<file path="src/rtl/chisq_pkg.sv">
package chisq_pkg;

  // Fixed field widths.
  localparam int IN_W      = 16;
  localparam int STAT_W    = 44;
  localparam int FRAC_W    = 16;
  localparam int CFG_W     = 5;
  localparam int CFG_IDX_W = 1;

  // Register indexes on the configuration port.
  localparam logic [CFG_IDX_W-1:0] REG_ROWS = 1'b0;
  localparam logic [CFG_IDX_W-1:0] REG_COLS = 1'b1;

  localparam logic [STAT_W-1:0] STAT_MAX = {STAT_W{1'b1}};

  // Products formed by the shared serial multiplier for one term.
  typedef enum logic [2:0] {
    OP_OBS  = 3'd0,
    OP_MARG = 3'd1,
    OP_DEV  = 3'd2,
    OP_NR   = 3'd3,
    OP_DEN  = 3'd4
  } mul_op_t;

  // Commands from the controller to the datapath.
  typedef struct packed {
    logic    loading;
    logic    mem_read;
    logic    mul_load;
    logic    mul_store;
    mul_op_t mul_sel;
    logic    div_load;
    logic    acc;
    logic    emit;
  } cmd_t;

  // Status from the datapath to the controller.
  typedef struct packed {
    logic load_last;
    logic empty;
    logic mul_done;
    logic div_done;
    logic last_term;
    logic out_free;
  } status_t;

  // A size of zero counts as one, and a size above the maximum saturates.
  function automatic logic [CFG_W-1:0] clamp_size(logic [CFG_W-1:0] v, int max);
    if (v == '0) return CFG_W'(1);
    if (int'(v) > max) return CFG_W'(max);
    return v;
  endfunction

endpackage

</file>
<file path="src/rtl/chisq_ctrl.sv">
module chisq_ctrl (
  input  logic               clk,
  input  logic               rst_n,
  input  chisq_pkg::status_t st,
  output chisq_pkg::cmd_t    cmd
);

  typedef enum logic [7:0] {
    S_LOAD    = 8'b0000_0001,
    S_READ    = 8'b0000_0010,
    S_MUL_LD  = 8'b0000_0100,
    S_MUL_RUN = 8'b0000_1000,
    S_DIV_LD  = 8'b0001_0000,
    S_DIV_RUN = 8'b0010_0000,
    S_ACC     = 8'b0100_0000,
    S_DONE    = 8'b1000_0000
  } state_t;

  state_t             state_r, state_nxt;
  chisq_pkg::mul_op_t op_r, op_nxt;

  // State and product selection registers.
  always_ff @(posedge clk) begin
    if (!rst_n) begin
      state_r <= S_LOAD;
      op_r    <= chisq_pkg::OP_OBS;
    end else begin
      state_r <= state_nxt;
      op_r    <= op_nxt;
    end
  end

  // Sequencing: load, then per term read, five products, divide, accumulate; then emit.
  always_comb begin
    state_nxt     = state_r;
    op_nxt        = op_r;
    cmd           = '0;
    cmd.mul_sel   = op_r;
    case (state_r)
      S_LOAD: begin
        cmd.loading = 1'b1;
        if (st.load_last) state_nxt = S_READ;
      end
      S_READ: begin
        cmd.mem_read = 1'b1;
        if (st.empty) begin
          state_nxt = S_DONE;
        end else begin
          op_nxt    = chisq_pkg::OP_OBS;
          state_nxt = S_MUL_LD;
        end
      end
      S_MUL_LD: begin
        cmd.mul_load = 1'b1;
        state_nxt    = S_MUL_RUN;
      end
      S_MUL_RUN: begin
        if (st.mul_done) begin
          cmd.mul_store = 1'b1;
          state_nxt     = S_MUL_LD;
          case (op_r)
            chisq_pkg::OP_OBS:  op_nxt = chisq_pkg::OP_MARG;
            chisq_pkg::OP_MARG: op_nxt = chisq_pkg::OP_DEV;
            chisq_pkg::OP_DEV:  op_nxt = chisq_pkg::OP_NR;
            chisq_pkg::OP_NR:   op_nxt = chisq_pkg::OP_DEN;
            default:            state_nxt = S_DIV_LD;
          endcase
        end
      end
      S_DIV_LD: begin
        cmd.div_load = 1'b1;
        state_nxt    = S_DIV_RUN;
      end
      S_DIV_RUN: begin
        if (st.div_done) state_nxt = S_ACC;
      end
      S_ACC: begin
        cmd.acc   = 1'b1;
        state_nxt = st.last_term ? S_DONE : S_READ;
      end
      S_DONE: begin
        if (st.out_free) begin
          cmd.emit  = 1'b1;
          state_nxt = S_LOAD;
        end
      end
      default: state_nxt = S_LOAD;
    endcase
  end

endmodule

</file>
<file path="config.mk">
export PLATFORM = sky130hd
export DESIGN_NAME = chisq_ctrl
export DESIGN_NICKNAME = d
export VERILOG_FILES = /design/src/rtl/chisq_pkg.sv /design/src/rtl/chisq_ctrl.sv
export SDC_FILE = /design/constraint.sdc
export NUM_CORES = 1
export LEC_CHECK = 0
export ABC_CLOCK_PERIOD_IN_PS = 1930
export BUFFER_PORTS_ARGS = -buffer_cell sky130_fd_sc_hd__buf_2
export CORE_MARGIN = 8
export CORE_UTILIZATION = 46
export CTS_CLUSTER_DIAMETER = 100
export CTS_CLUSTER_SIZE = 20
export DETAILED_ROUTE_END_ITERATION = 8
export PLACE_DENSITY = 0.84
export SYNTH_ARGS = -nofsm -noshare
export SYNTH_HDL_FRONTEND = slang
export SYNTH_SLANG_ARGS = --single-unit
</file>
<file path="constraint.sdc">
create_clock -name clk -period 1.93 [get_ports clk]
set_clock_uncertainty 0.2 [all_clocks]
set_input_delay 0.0965 -clock clk [delete_from_list [all_inputs] [get_ports clk]]
set_output_delay 0.0965 -clock clk [all_outputs]
set_load 0.01 [all_outputs]
</file>
Word level (Yosys, flattened, before mapping)
Cells that the tools add are included.
{ "word_totals": {"register_bits": 11, "input_bits": 8, "output_inout_bits": 10, "elab_cells": 45} }
{ "classes": {"n_eq_ne": 17, "n_mux": 21, "n_reduce_logical": 5} }
{ "ops": {"columns": ["operator", "count"], "rows": [
  ["8-bit case mux with 8 select lines", 1],
  ["8-bit 2-to-1 mux", 6],
  ["3-bit case mux with 4 select lines", 1],
  ["2-bit inequality test (second input constant)", 5],
  ["1-bit 2-to-1 mux", 9],
  ["8-bit by 1-bit equality test with 1-bit output (second input constant)", 1],
  ["8-bit by 2-bit equality test with 1-bit output (second input constant)", 1],
  ["8-bit by 3-bit equality test with 1-bit output (second input constant)", 1],
  ["8-bit by 4-bit equality test with 1-bit output (second input constant)", 1],
  ["8-bit by 5-bit equality test with 1-bit output (second input constant)", 1],
  ["8-bit by 6-bit equality test with 1-bit output (second input constant)", 1],
  ["8-bit by 7-bit equality test with 1-bit output (second input constant)", 1],
  ["8-bit equality test (second input constant)", 1],
  ["4-bit AND reduction", 2],
  ["3-bit by 2-bit equality test with 1-bit output (second input constant)", 2],
  ["3-bit 2-to-1 mux", 2],
  ["3-bit case mux with 2 select lines", 1],
  ["5-bit 2-to-1 mux", 1],
  ["5-bit inequality test (second input constant)", 1],
  ["4-bit OR reduction", 1],
  ["3-bit by 1-bit equality test with 1-bit output (second input constant)", 1],
  ["3-bit logical NOT", 1],
  ["2-bit nonzero test", 1]
]} }

Logic depth before layout (Yosys ltp)
Gate-level depths: netlist of the first run.
{ "logic_depth": {"ltp_word": 5, "mapped_depth": 6, "mapped_depth_nobuf": 4} }

Least setup slack after synthesis of the first run
No wires, ideal clock.
{ "synth_timing": {"kind": "reg-to-reg", "startpoint": "register state_r[1]", "endpoint": "register op_r[1]", "setup_ns": 0.116, "arrival_time_ns": 1.593, "required_time_ns": 1.614, "setup_slack_ns": 0.020, "stages_incl_launch_ff": 7, "n_path_buf": 2, "period_less_slack_ns": 1.910, "path_cell_list": "dfxtp_1 buf_6 or4b_1 buf_2 o32ai_4 nand2_1 o211a_1"} }
{ "synth_via": {"elab_chain_len": 3, "elab_cells_between_ends": 8, "cone_classes": "5 x eq/ne; 1 x mux; 2 x reduce/logical"} }
{ "synth_lines": {"columns": ["element", "line_no", "text"], "rows": [
  ["from (decl)", "chisq_ctrl.sv:19", "state_t state_r, state_nxt;"],
  ["from (signal assigned)", "chisq_ctrl.sv:28", "state_r <= state_nxt;"],
  ["8-bit by 4-bit equality test with 1-bit output or 8-bit by 2-bit equality test with 1-bit output (tied branches)", "chisq_ctrl.sv:39", "case (state_r)"],
  ["5-bit inequality test (no source line) (tied with other cells)", null, null],
  ["4-bit AND reduction (no source line)", null, null],
  ["to (signal assigned)", "chisq_ctrl.sv:26", "op_r <= chisq_pkg::OP_OBS;"],
  ["to (signal assigned)", "chisq_ctrl.sv:29", "op_r <= op_nxt;"],
  ["to (decl)", "chisq_ctrl.sv:20", "chisq_pkg::mul_op_t op_r, op_nxt;"]
]} }
Several ways; a longest one is shown, not always the timed one.
A chain may end at the register's enable or synchronous reset.

==> out/results.txt, run 1 <==
Global-route met2 utilization: 21.00%
Gpl congestion: 0.9382
Share of layout cells above drive strength 1: 36.72%
Routed vias: 884
Setup repair after global routing missed its margin: yes
Number of antenna diodes: 0
Final clock period utilization by the worst path: 98.65%
Final hold viol count: 0
Buffer type at the clock tree root: sky130_fd_sc_hd__clkbuf_4
Area of the core: 1524 um^2
Worst-skew pair later-pin latency: 0.27 ns
Top Usage Layer GRT: met2
Area growth from synthesis to layout: 41.65%
Sum Neg Setup Slack: 0 ns
Unique cell type count in the Yosys netlist: 42
Number of fill cells in the layout: 118
Power density over the cells: 697.2 nW/um^2
Number of rows in the core area: 14
Iter 0 DRT Violations: 47
Port buffer count: 17
Data required time at the worst endpoint: 1.63 ns
Fmax: 525.2 MHz
Critical Path Source Type: register
Sum of routed wire length over all layers: 2.390 mm
Leading register cell type out of synthesis: sky130_fd_sc_hd__dfxtp_1
Number of violations of the max-capacitance limit: 0
Number of detailed-routing iterations run before antenna repair: 4
Max-slew headroom at the worst pin: 70.19%
Area of the mapped netlist: 757.0 um^2
Yosys warning count: 0
Logic gate share of total power: 44.4%
Total grt overflow: 0
Max IR drop VDD: 531.7 uV
Clk slew on worst S/H paths: 0.07 ns
Total chip power: 0.7476 mW
Number of buffers added by the clock tree synthesis step: 3
Share of flip-flops with an asynchronous set or reset after synthesis: 0%
Number of buffers between clock root and the deepest sink: 2
Worst Path Arrival: 1.61 ns
Reg power frac: 34.8%
End-of-flow core utilization: 70.36%
Die height: 56.57 um
Remaining number of nets flagged by the antenna check after routing: 0
Combined global-route utilization of all metal layers: 13.17%
Met3 track demand over resource: 5.169%
Top Ports: 18
Number of placed instances with taps included: 127
DIE AREA: 3200 um^2
Number of antenna violations at the first check in global routing: 0
Worst Setup Path Type: register to output pin
Design internal power: 0.4914 mW
Count of flip-flops with a built-in enable after synthesis: 0
Crit path time final: 1.904 ns
DP HPWL: 1.570 mm
CP max FO: 5
Count of H-tree levels built during CTS: 1
Result of the run: complete, no violations
Average vias per placed instance: 6.139
Non-filler cells, final: 144
Seq/Total Area, Yosys: 29.09%
CTS tree: done
Power dissipated by switching net loads: 0.2562 mW
Largest net degree at the start of global routing: 10
Number of max-slew violations in the final report: 0
HP Class: primary input to register
DRC violations left: 0
Clock share of power: 20.8%
Worst slew pin tran: 0.4437 ns
Count of state elements after synthesis: 11
Mean cell area of the mapped netlist: 8.228 um^2
Met1 usage in global routing: 15.15%
Die boundary width: 56.57 um
Vias in the first global route: 840
Post-Syn Nets: 100
NumNets Final: 137
Lkg Pwr: 0.5011 nW
Fraction of power spent switching nets: 34.27%
Kind of end point of the critical path: output pin
Starting density of the core: 49.67%
Count of final setup violators: 0
Worst-case setup margin in the final layout: 0.02600 ns
DP Worst Slack: 0.06584 ns
Global-route wire length before repair: 3.560 mm
# clock sinks: 11
Wirelength per Cell: 16.60 um
Synth Instances: 92
==> power groups by stage <==
stage / logic (mW) / clock network, mW / registers (mW)
after floorplan: 0.154 / 0 / 0.253
after global placement: 0.214 / 0 / 0.256
after detailed placement: 0.217 / 0 / 0.257
after CTS: 0.238 / 0.158 / 0.254
after global routing: 0.354 / 0.167 / 0.262
final: 0.332 / 0.156 / 0.260
==> routing by layer <==
layer / part of all wire [%] / wire length [um] / vias up
li1: - / - / 420
met3: 7.6 / 181 / 13
met2: 48 / 1138 / 44
met4: 4.0 / 95 / 0
met1: 41 / 974 / 407
met5: 0 / 0 / -
==> what timing repair did <==
action	4_1_cts	5_1_grt
endpoints found under the hold margin	9	0
pin swaps	1	3
gates resized for setup	3	10
setup buffers	1	6
hold buffers	6	0
endpoints found under the setup margin	3	3
==> cells in the mapped netlist, drive strengths merged (2+ instances only) <==
library cell  count  area (um^2)
a21oi             3        15.01
a41o              2        20.02
and4              2        17.52
buf               3        23.77
clkbuf            3        11.26
dfxtp            11        220.2
inv               3        11.26
mux2i             2        20.02
nand2             8        30.03
nand2b            2        12.51
nand4             2        12.51
nor2             10        37.54
nor2b             3        18.77
nor3              4        20.02
nor3b             2        15.01
nor4              4        40.04
o211ai            2        15.01
o21ai             4        20.01
or4b              2        20.02
xor2              2        17.52
==> worst max-delay path: stages (launching register included) <==
cell and delay, ns:
sky130_fd_sc_hd__dfxtp_1 0.34, sky130_fd_sc_hd__buf_4 0.17, sky130_fd_sc_hd__nor3_1 0.41, sky130_fd_sc_hd__and4_1 0.29, sky130_fd_sc_hd__buf_2 0.14
==> cell usage in the layout, fill, tap and decap left out, drive strengths merged, types with 2 or more instances in the layout <==
| cell type | Yosys | final |
|---|---|---|
| o211ai | 2 | 2 |
| dlygate4sd3 | 0 | 6 |
| clkbuf | 3 | 4 |
| or4b | 2 | 2 |
| o21ai | 4 | 4 |
| xor2 | 2 | 2 |
| nand2b | 2 | 2 |
| and4 | 2 | 2 |
| nor2b | 3 | 3 |
| nand4 | 2 | 2 |
| a21oi | 3 | 3 |
| nand2 | 8 | 8 |
| inv | 3 | 3 |
| nor3b | 2 | 2 |
| mux2i | 2 | 2 |
| a41o | 2 | 2 |
| buf | 3 | 32 |
| dfxtp | 11 | 11 |
| nor2 | 10 | 10 |
| nor3 | 4 | 4 |
| nor4 | 4 | 4 |
==> cells by family after synthesis <==
kind of cell,count (synthesis),share of synthesized area (%)
and+or+nand+nor,49,39.34
AOI/OAI and AO/OA,19,20.50
DFF,11,29.09
buffers and inverters,9,6.115
xor gates and xnor gates,2,2.314
muxes,2,2.645
==> worst paths after layout <==
kind | cells after the start | slack (ns) | endpoint | startpoint
setup / recovery | 4 | 0.03 | cmd[1] | state_r[4]
hold reg to reg | 2 | 0.31 | op_r[2] | op_r[1]
setup reg to reg | 4 | 0.10 | op_r[1] | state_r[2]
hold / removal | 3 | 0.03 | state_r[7] | st[0]
==> metrics by stage <==
step / hold slack, ns / area [um^2]
5_1_grt: 0.04875 / 1072
3_3_place_gp: 0.1670 / 887.1
3_5_place_dp: 0.1708 / 887.1
4_1_cts: 0.003643 / 994.7
6_report: 0.02672 / 1072
2_1_floorplan: 0.02991 / 757.0
==> layout make-up <==
class                   instances  area [um^2]  area share (%)
repair buffers                 38        269.0           25.09
clock buffers                   4        26.28           2.450
inverters                       3        11.26           1.050
well taps                      16        20.02           1.867
flip-flops and latches         11        224.0           20.89
multi-input cells              72        521.8           48.66
==> sequential cells by signal (all words and copies together) (netlist names) <==
| name | flops |
|---|---|
| op_r | 3 |
| state_r | 8 |
Note: power is estimated with default switching activity, not from simulation.
==> run 2: changes to the inputs <==
ABC_AREA = 1   (was unset)
CORE_UTILIZATION = 45   (was 46)
==> run 2 against run 1 <==
Combinational power down 42%. Utilization down 12 points. First-iteration DRC count down 57%. Synthesized cell count up 22%. Clock power up 4%. Largest cell class unchanged.
==> out/results.txt, run 2 <==
Result of the run: complete, no violations
Combined global-route utilization of all metal layers: 12.34%
Kind of end point of the critical path: output pin
Biggest area consumer among synthesized cells: sky130_fd_sc_hd__dfxtp_1
Number of antenna diodes: 0
Worst-skew pair later-pin latency: 0.27 ns
Count of flip-flops with a built-in enable after synthesis: 0
Post-Syn Nets: 120
Die boundary width: 54.89 um
Total grt overflow: 0
Number of antenna violations at the first check in global routing: 0
Reg with most FFs: state_r
Buffer type at the clock tree root: sky130_fd_sc_hd__clkbuf_4
# clock sinks: 11
Number of buffers between clock root and the deepest sink: 2
DIE AREA: 3013 um^2
End-of-flow core utilization: 58.09%
Clk slew on worst S/H paths: 0.07 ns
CTS tree: done
Largest net degree at the start of global routing: 9
Final hold viol count: 0
Count of final setup violators: 0
HP Class: primary input to register
Worst Path Arrival: 1.32 ns
Worst hold-check slack: 0.03722 ns
Fmax: 617.3 MHz
Max-slew headroom at the worst pin: 84.98%
Non-filler cells, final: 152
Synth Instances: 112
Number of rows in the core area: 14
Cell types with the highest counts after synthesis: 23 x sky130_fd_sc_hd__inv_1, 21 x sky130_fd_sc_hd__nand2_1, 16 x sky130_fd_sc_hd__nand3_1, 16 x sky130_fd_sc_hd__nor2_1, 11 x sky130_fd_sc_hd__dfxtp_1
Area growth from synthesis to layout: 24.08%
Routed vias: 746
Most numerous cell in the Yosys netlist: sky130_fd_sc_hd__inv_1
NumNets Final: 145
Die height: 54.89 um
Count of H-tree levels built during CTS: 1
Top Ports: 18
Iter 0 DRT Violations: 20
Wirelength per Cell: 11.09 um
Cell types with the largest area share after synthesis: sky130_fd_sc_hd__dfxtp_1 32%, sky130_fd_sc_hd__inv_1 13%, sky130_fd_sc_hd__nand3_1 12%
Average vias per placed instance: 4.908
Worst Setup Path Type: register to output pin
Starting density of the core: 46.82%
Area after DPL: 778.2 um^2
Data required time at the worst endpoint: 1.63 ns
Number of max-slew violations in the final report: 0
Area of the mapped netlist: 680.7 um^2
Minimum setup slack among reg-to-reg paths: 0.45 ns
Sum Neg Setup Slack: 0 ns
Mean cell area of the mapped netlist: 6.077 um^2
DP Worst Slack: 0.4695 ns
Commonest non-fill, non-tap cells in the layout: 23 x sky130_fd_sc_hd__inv_1, 21 x sky130_fd_sc_hd__nand2_1, 17 x sky130_fd_sc_hd__buf_2, 16 x sky130_fd_sc_hd__nor2_1, 16 x sky130_fd_sc_hd__nand3_1
Number of detailed-routing iterations run before antenna repair: 4
Registers with the most flip-flops: state_r x8, op_r x3
Port buffer count: 17
Critical Path Source Type: register
Final clock period utilization by the worst path: 83.93%
Vias in the first global route: 706
Number of flip-flops in the largest register: 8
Worst-case setup margin in the final layout: 0.3101 ns
Gpl congestion: 0.8786
Logic depth of the worst register-to-register path: 8
Leading register cell type out of synthesis: sky130_fd_sc_hd__dfxtp_1
Total chip power: 0.6159 mW
Number of violations of the max-capacitance limit: 0
Number of placed instances with taps included: 144
Setup repair after global routing missed its margin: no
Max IR drop VDD: 466.3 uV
Number of cells traversed by the worst hold path: 4
Power density over the cells: 729.2 nW/um^2
Area of the core: 1454 um^2
Global-route wire length before repair: 2.766 mm
Lkg Pwr: 0.4553 nW
Crit path time final: 1.620 ns
Share of Yosys cell area claimed by the top area cell type: 32.35%
Count of state elements after synthesis: 11
Sum of routed wire length over all layers: 1.686 mm
Seq/Total Area, Yosys: 32.35%
CP max FO: 8
Worst slew pin tran: 0.2232 ns
Unique cell type count in the Yosys netlist: 14
Share of layout cells above drive strength 1: 24.26%
DP HPWL: 1.313 mm
Most common library cell in the layout ignoring fill and taps: sky130_fd_sc_hd__inv_1
Share of flip-flops with an asynchronous set or reset after synthesis: 0%
Remaining number of nets flagged by the antenna check after routing: 0
DRC violations left: 0
Yosys warning count: 0
Post-route design area: 844.6 um^2
Number of buffers added by the clock tree synthesis step: 3
-- run 2: cell count changes after synthesis, moves of 4 or more --
cell and delta:
sky130_fd_sc_hd__nor2_2 +7, sky130_fd_sc_hd__nand2_1 +13, sky130_fd_sc_hd__inv_1 +20, sky130_fd_sc_hd__nand3_1 +15, sky130_fd_sc_hd__nor2_1 +6, sky130_fd_sc_hd__nand2_2 +4
sky130_fd_sc_hd__nor3_1 -4
-- run 2: logic make-up after synthesis --
group	synth area share, %
DFF	32.35
and+or+nand+nor	47.43
buffers and inverters	14.71
AOI/OAI and AO/OA	5.515
-- run 2: path summary, 6_finish.rpt --
path | endpoint | startpoint
worst max-delay path | cmd[6] | state_r[6]
worst min-delay path | state_r[3] | st[3]
worst max register to register | state_r[0] | state_r[3]
worst min register to register | op_r[1] | op_r[1]
-- run 2: worst max-delay path, cell delays in order (launching register included) --
cell	delay, ns
sky130_fd_sc_hd__dfxtp_1	0.32
sky130_fd_sc_hd__nor2_2	0.17
sky130_fd_sc_hd__nand2_2	0.09
sky130_fd_sc_hd__inv_4	0.10
sky130_fd_sc_hd__nand2_1	0.12
sky130_fd_sc_hd__nor2_1	0.12
sky130_fd_sc_hd__buf_2	0.14
-- run 2: area by class of cell --
class	count	area (um^2)
inverter	24	92.59
clock buffer	4	26.28
multi-input combinational	76	360.3
fill	152	609.3
tap	16	20.02
sequential	11	220.2
timing repair buffer	21	125.1
-- run 2: per-layer routing --
metal	GRT usage [%]	vias to the layer above	part of all wire (%)
li1	-	394	-
met1	14.20	331	44
met2	20.57	17	48
met3	1.872	4	5.6
met4	8.400	0	2.6
met5	0	-	0
-- run 2: repair_timing --
action                                 4_1_cts  5_1_grt
resized for setup                            0        0
setup buffers                                0        0
hold buffers                                 4        0
endpoints found under the hold margin        5        0
-- run 2: where the power goes --
part           switching, mW  internal (mW)  total, mW
Sequential            0.0151          0.245      0.260
Clock                 0.0818         0.0801      0.162
Combinational          0.123         0.0713      0.194
Total                  0.220          0.396      0.616
==> run 3: changes to the inputs <==
ABC_CLOCK_PERIOD_IN_PS = 1600   (was 1930)
CORE_UTILIZATION = 49   (was 45)
PLACE_DENSITY = 0.86   (was 0.84)
clock period = 1.6 ns   (was 1.93 ns; I/O delays follow)
==> run 3 against run 2 <==
Sequential power up 24%. Global-route usage grew 1.1 points. Via count up 1.2%. Combinational power up 28%. Worst hold slack lost 0.0092 ns.
==> out/results.txt, run 3 (synthesis results as in run 2) <==
Result of the run: complete, no violations
Number of max-slew violations in the final report: 0
Kind of end point of the critical path: output pin
Wirelength per Cell: 11.51 um
Average vias per placed instance: 4.967
Met3 routed WL: 126 um
Setup repair after global routing missed its margin: yes
Most common library cell in the layout ignoring fill and taps: sky130_fd_sc_hd__inv_1
Number of violations of the max-capacitance limit: 0
Sequence of cells on the critical path: nor2_2, nand2_2, inv_4, nand3_1, inv_1, buf_2
Sum of routed wire length over all layers: 1.750 mm
Critical path buffer and inverter count: 3
Die height: 53.27 um
Number of fill cells in the layout: 119
Largest net degree at the start of global routing: 9
Number of detailed-routing iterations run before antenna repair: 4
Port buffer count: 17
Number of antenna diodes: 0
DP HPWL: 1.326 mm
Final hold viol count: 0
HP Class: primary input to register
Buffer type at the clock tree root: sky130_fd_sc_hd__clkbuf_4
CP max FO: 8
Remaining number of nets flagged by the antenna check after routing: 0
Routed wire length on met2: 845 um
Area of the core: 1301 um^2
Max IR drop VDD: 545.9 uV
Total grt overflow: 0
DRC violations left: 0
Area growth from synthesis to layout: 31.25%
Final clock period utilization by the worst path: 99.05%
Topmost layer with routed signal wires: met4
Worst hold-check slack: 0.02803 ns
Number of flip-flops in the largest register: 8
Registers with the most flip-flops: state_r x8, op_r x3
Crit path from: state_r[5]
NumNets Final: 146
Number of antenna violations at the first check in global routing: 0
Worst-skew pair later-pin latency: 0.27 ns
Area after DPL: 777.0 um^2
Worst Path Arrival: 1.30 ns
Data required time at the worst endpoint: 1.32 ns
Worst Setup Path Type: register to output pin
Area occupied by multi-input gates: 401.6 um^2
Clk slew on worst S/H paths: 0.07 ns
Hold Crit Start: st[3]
Count of H-tree levels built during CTS: 1
Combined global-route utilization of all metal layers: 13.40%
WL met1: 735 um
Routed vias: 755
Fmax: 631.0 MHz
Total chip power: 0.7594 mW
Number of buffers added by the clock tree synthesis step: 3
Global-route wire length before repair: 2.870 mm
Slowest library cell on the worst path: sky130_fd_sc_hd__dfxtp_1
Post-route design area: 893.4 um^2
Top Ports: 18
CP top delay family: simple AND/OR/NAND/NOR gates
Commonest non-fill, non-tap cells in the layout: 22 x sky130_fd_sc_hd__inv_1, 20 x sky130_fd_sc_hd__nand2_1, 17 x sky130_fd_sc_hd__buf_2, 16 x sky130_fd_sc_hd__nand3_1, 13 x sky130_fd_sc_hd__nor2_1
Startpoint of the most critical register-to-register path: state_r[1]
Vias in the first global route: 736
Crit path time final: 1.585 ns
Gpl congestion: 0.8424
CTS tree: done
# clock sinks: 11
Sequential cell area: 221.5 um^2
Number of buffers between clock root and the deepest sink: 2
Share of layout cells above drive strength 1: 29.93%
Iter 0 DRT Violations: 21
Number of rows in the core area: 13
Lkg Pwr: 0.4674 nW
Power density over the cells: 850.0 nW/um^2
Die boundary width: 53.27 um
Max-slew headroom at the worst pin: 81.81%
Maximum cell stage delay along the critical path: 0.34 ns
Starting density of the core: 52.31%
Count of final setup violators: 0
DIE AREA: 2838 um^2
Reg with most FFs: state_r
Critical Path Source Type: register
Worst slew pin tran: 0.2703 ns
run 3: area by class of cell:
| cell class | instances | share of cell area [%] |
|---|---|---|
| Multi-Input combinational cell | 76 | 44.96 |
| Sequential cell | 11 | 24.79 |
| Timing Repair Buffer | 22 | 14.85 |
| Inverter | 24 | 10.36 |
| Clock buffer | 4 | 2.941 |
| Tap cell | 15 | 2.101 |
run 3: path summary, 6_finish.rpt:
check	to	slack (ns)	depth (start not counted)
max	cmd[7]	0.02	6
max reg2reg	op_r[2]	0.10	7
min reg2reg	state_r[4]	0.29	2
min	state_r[3]	0.03	4
run 3: what timing repair did:
item | 4_1_cts | 5_1_grt
resized for setup | 0 | 12
endpoints found under the setup margin | 0 | 8
endpoints found under the hold margin | 5 | 0
hold buffers | 4 | 0
setup buffers | 0 | 1
run 3: tightest hold or removal path, delay by kind of cell:
family          cells  cell delay (ns)
compound gates      1             0.08
buf+inv             2             0.13
simple gates        1             0.16
run 3: report_power, final:
group | switching (mW) | internal (mW) | leakage, nW
Clock | 0.0929 | 0.0966 | 0.0150
Combinational | 0.154 | 0.0933 | 0.363
Sequential | 0.0266 | 0.296 | 0.0897
Total | 0.274 | 0.486 | 0.467
run 3: stage by stage:
stage	setup TNS (ns)	setup slack [ns]	instances	utilization, %
after floorplan	0	0.1989	112	-
after global placement	0	0.1762	143	59.71
after detailed placement	0	0.1314	143	59.71
after CTS	0	0.009573	151	64.81
after global routing	-0.1784	-0.07955	152	68.65
final	0	0.01527	152	68.65
run 3: layer usage:
metal	up-vias	GRT usage [%]
met2	25	21.88
met3	5	4.202
met5	-	0
met4	0	8.824
met1	324	14.47
li1	401	-
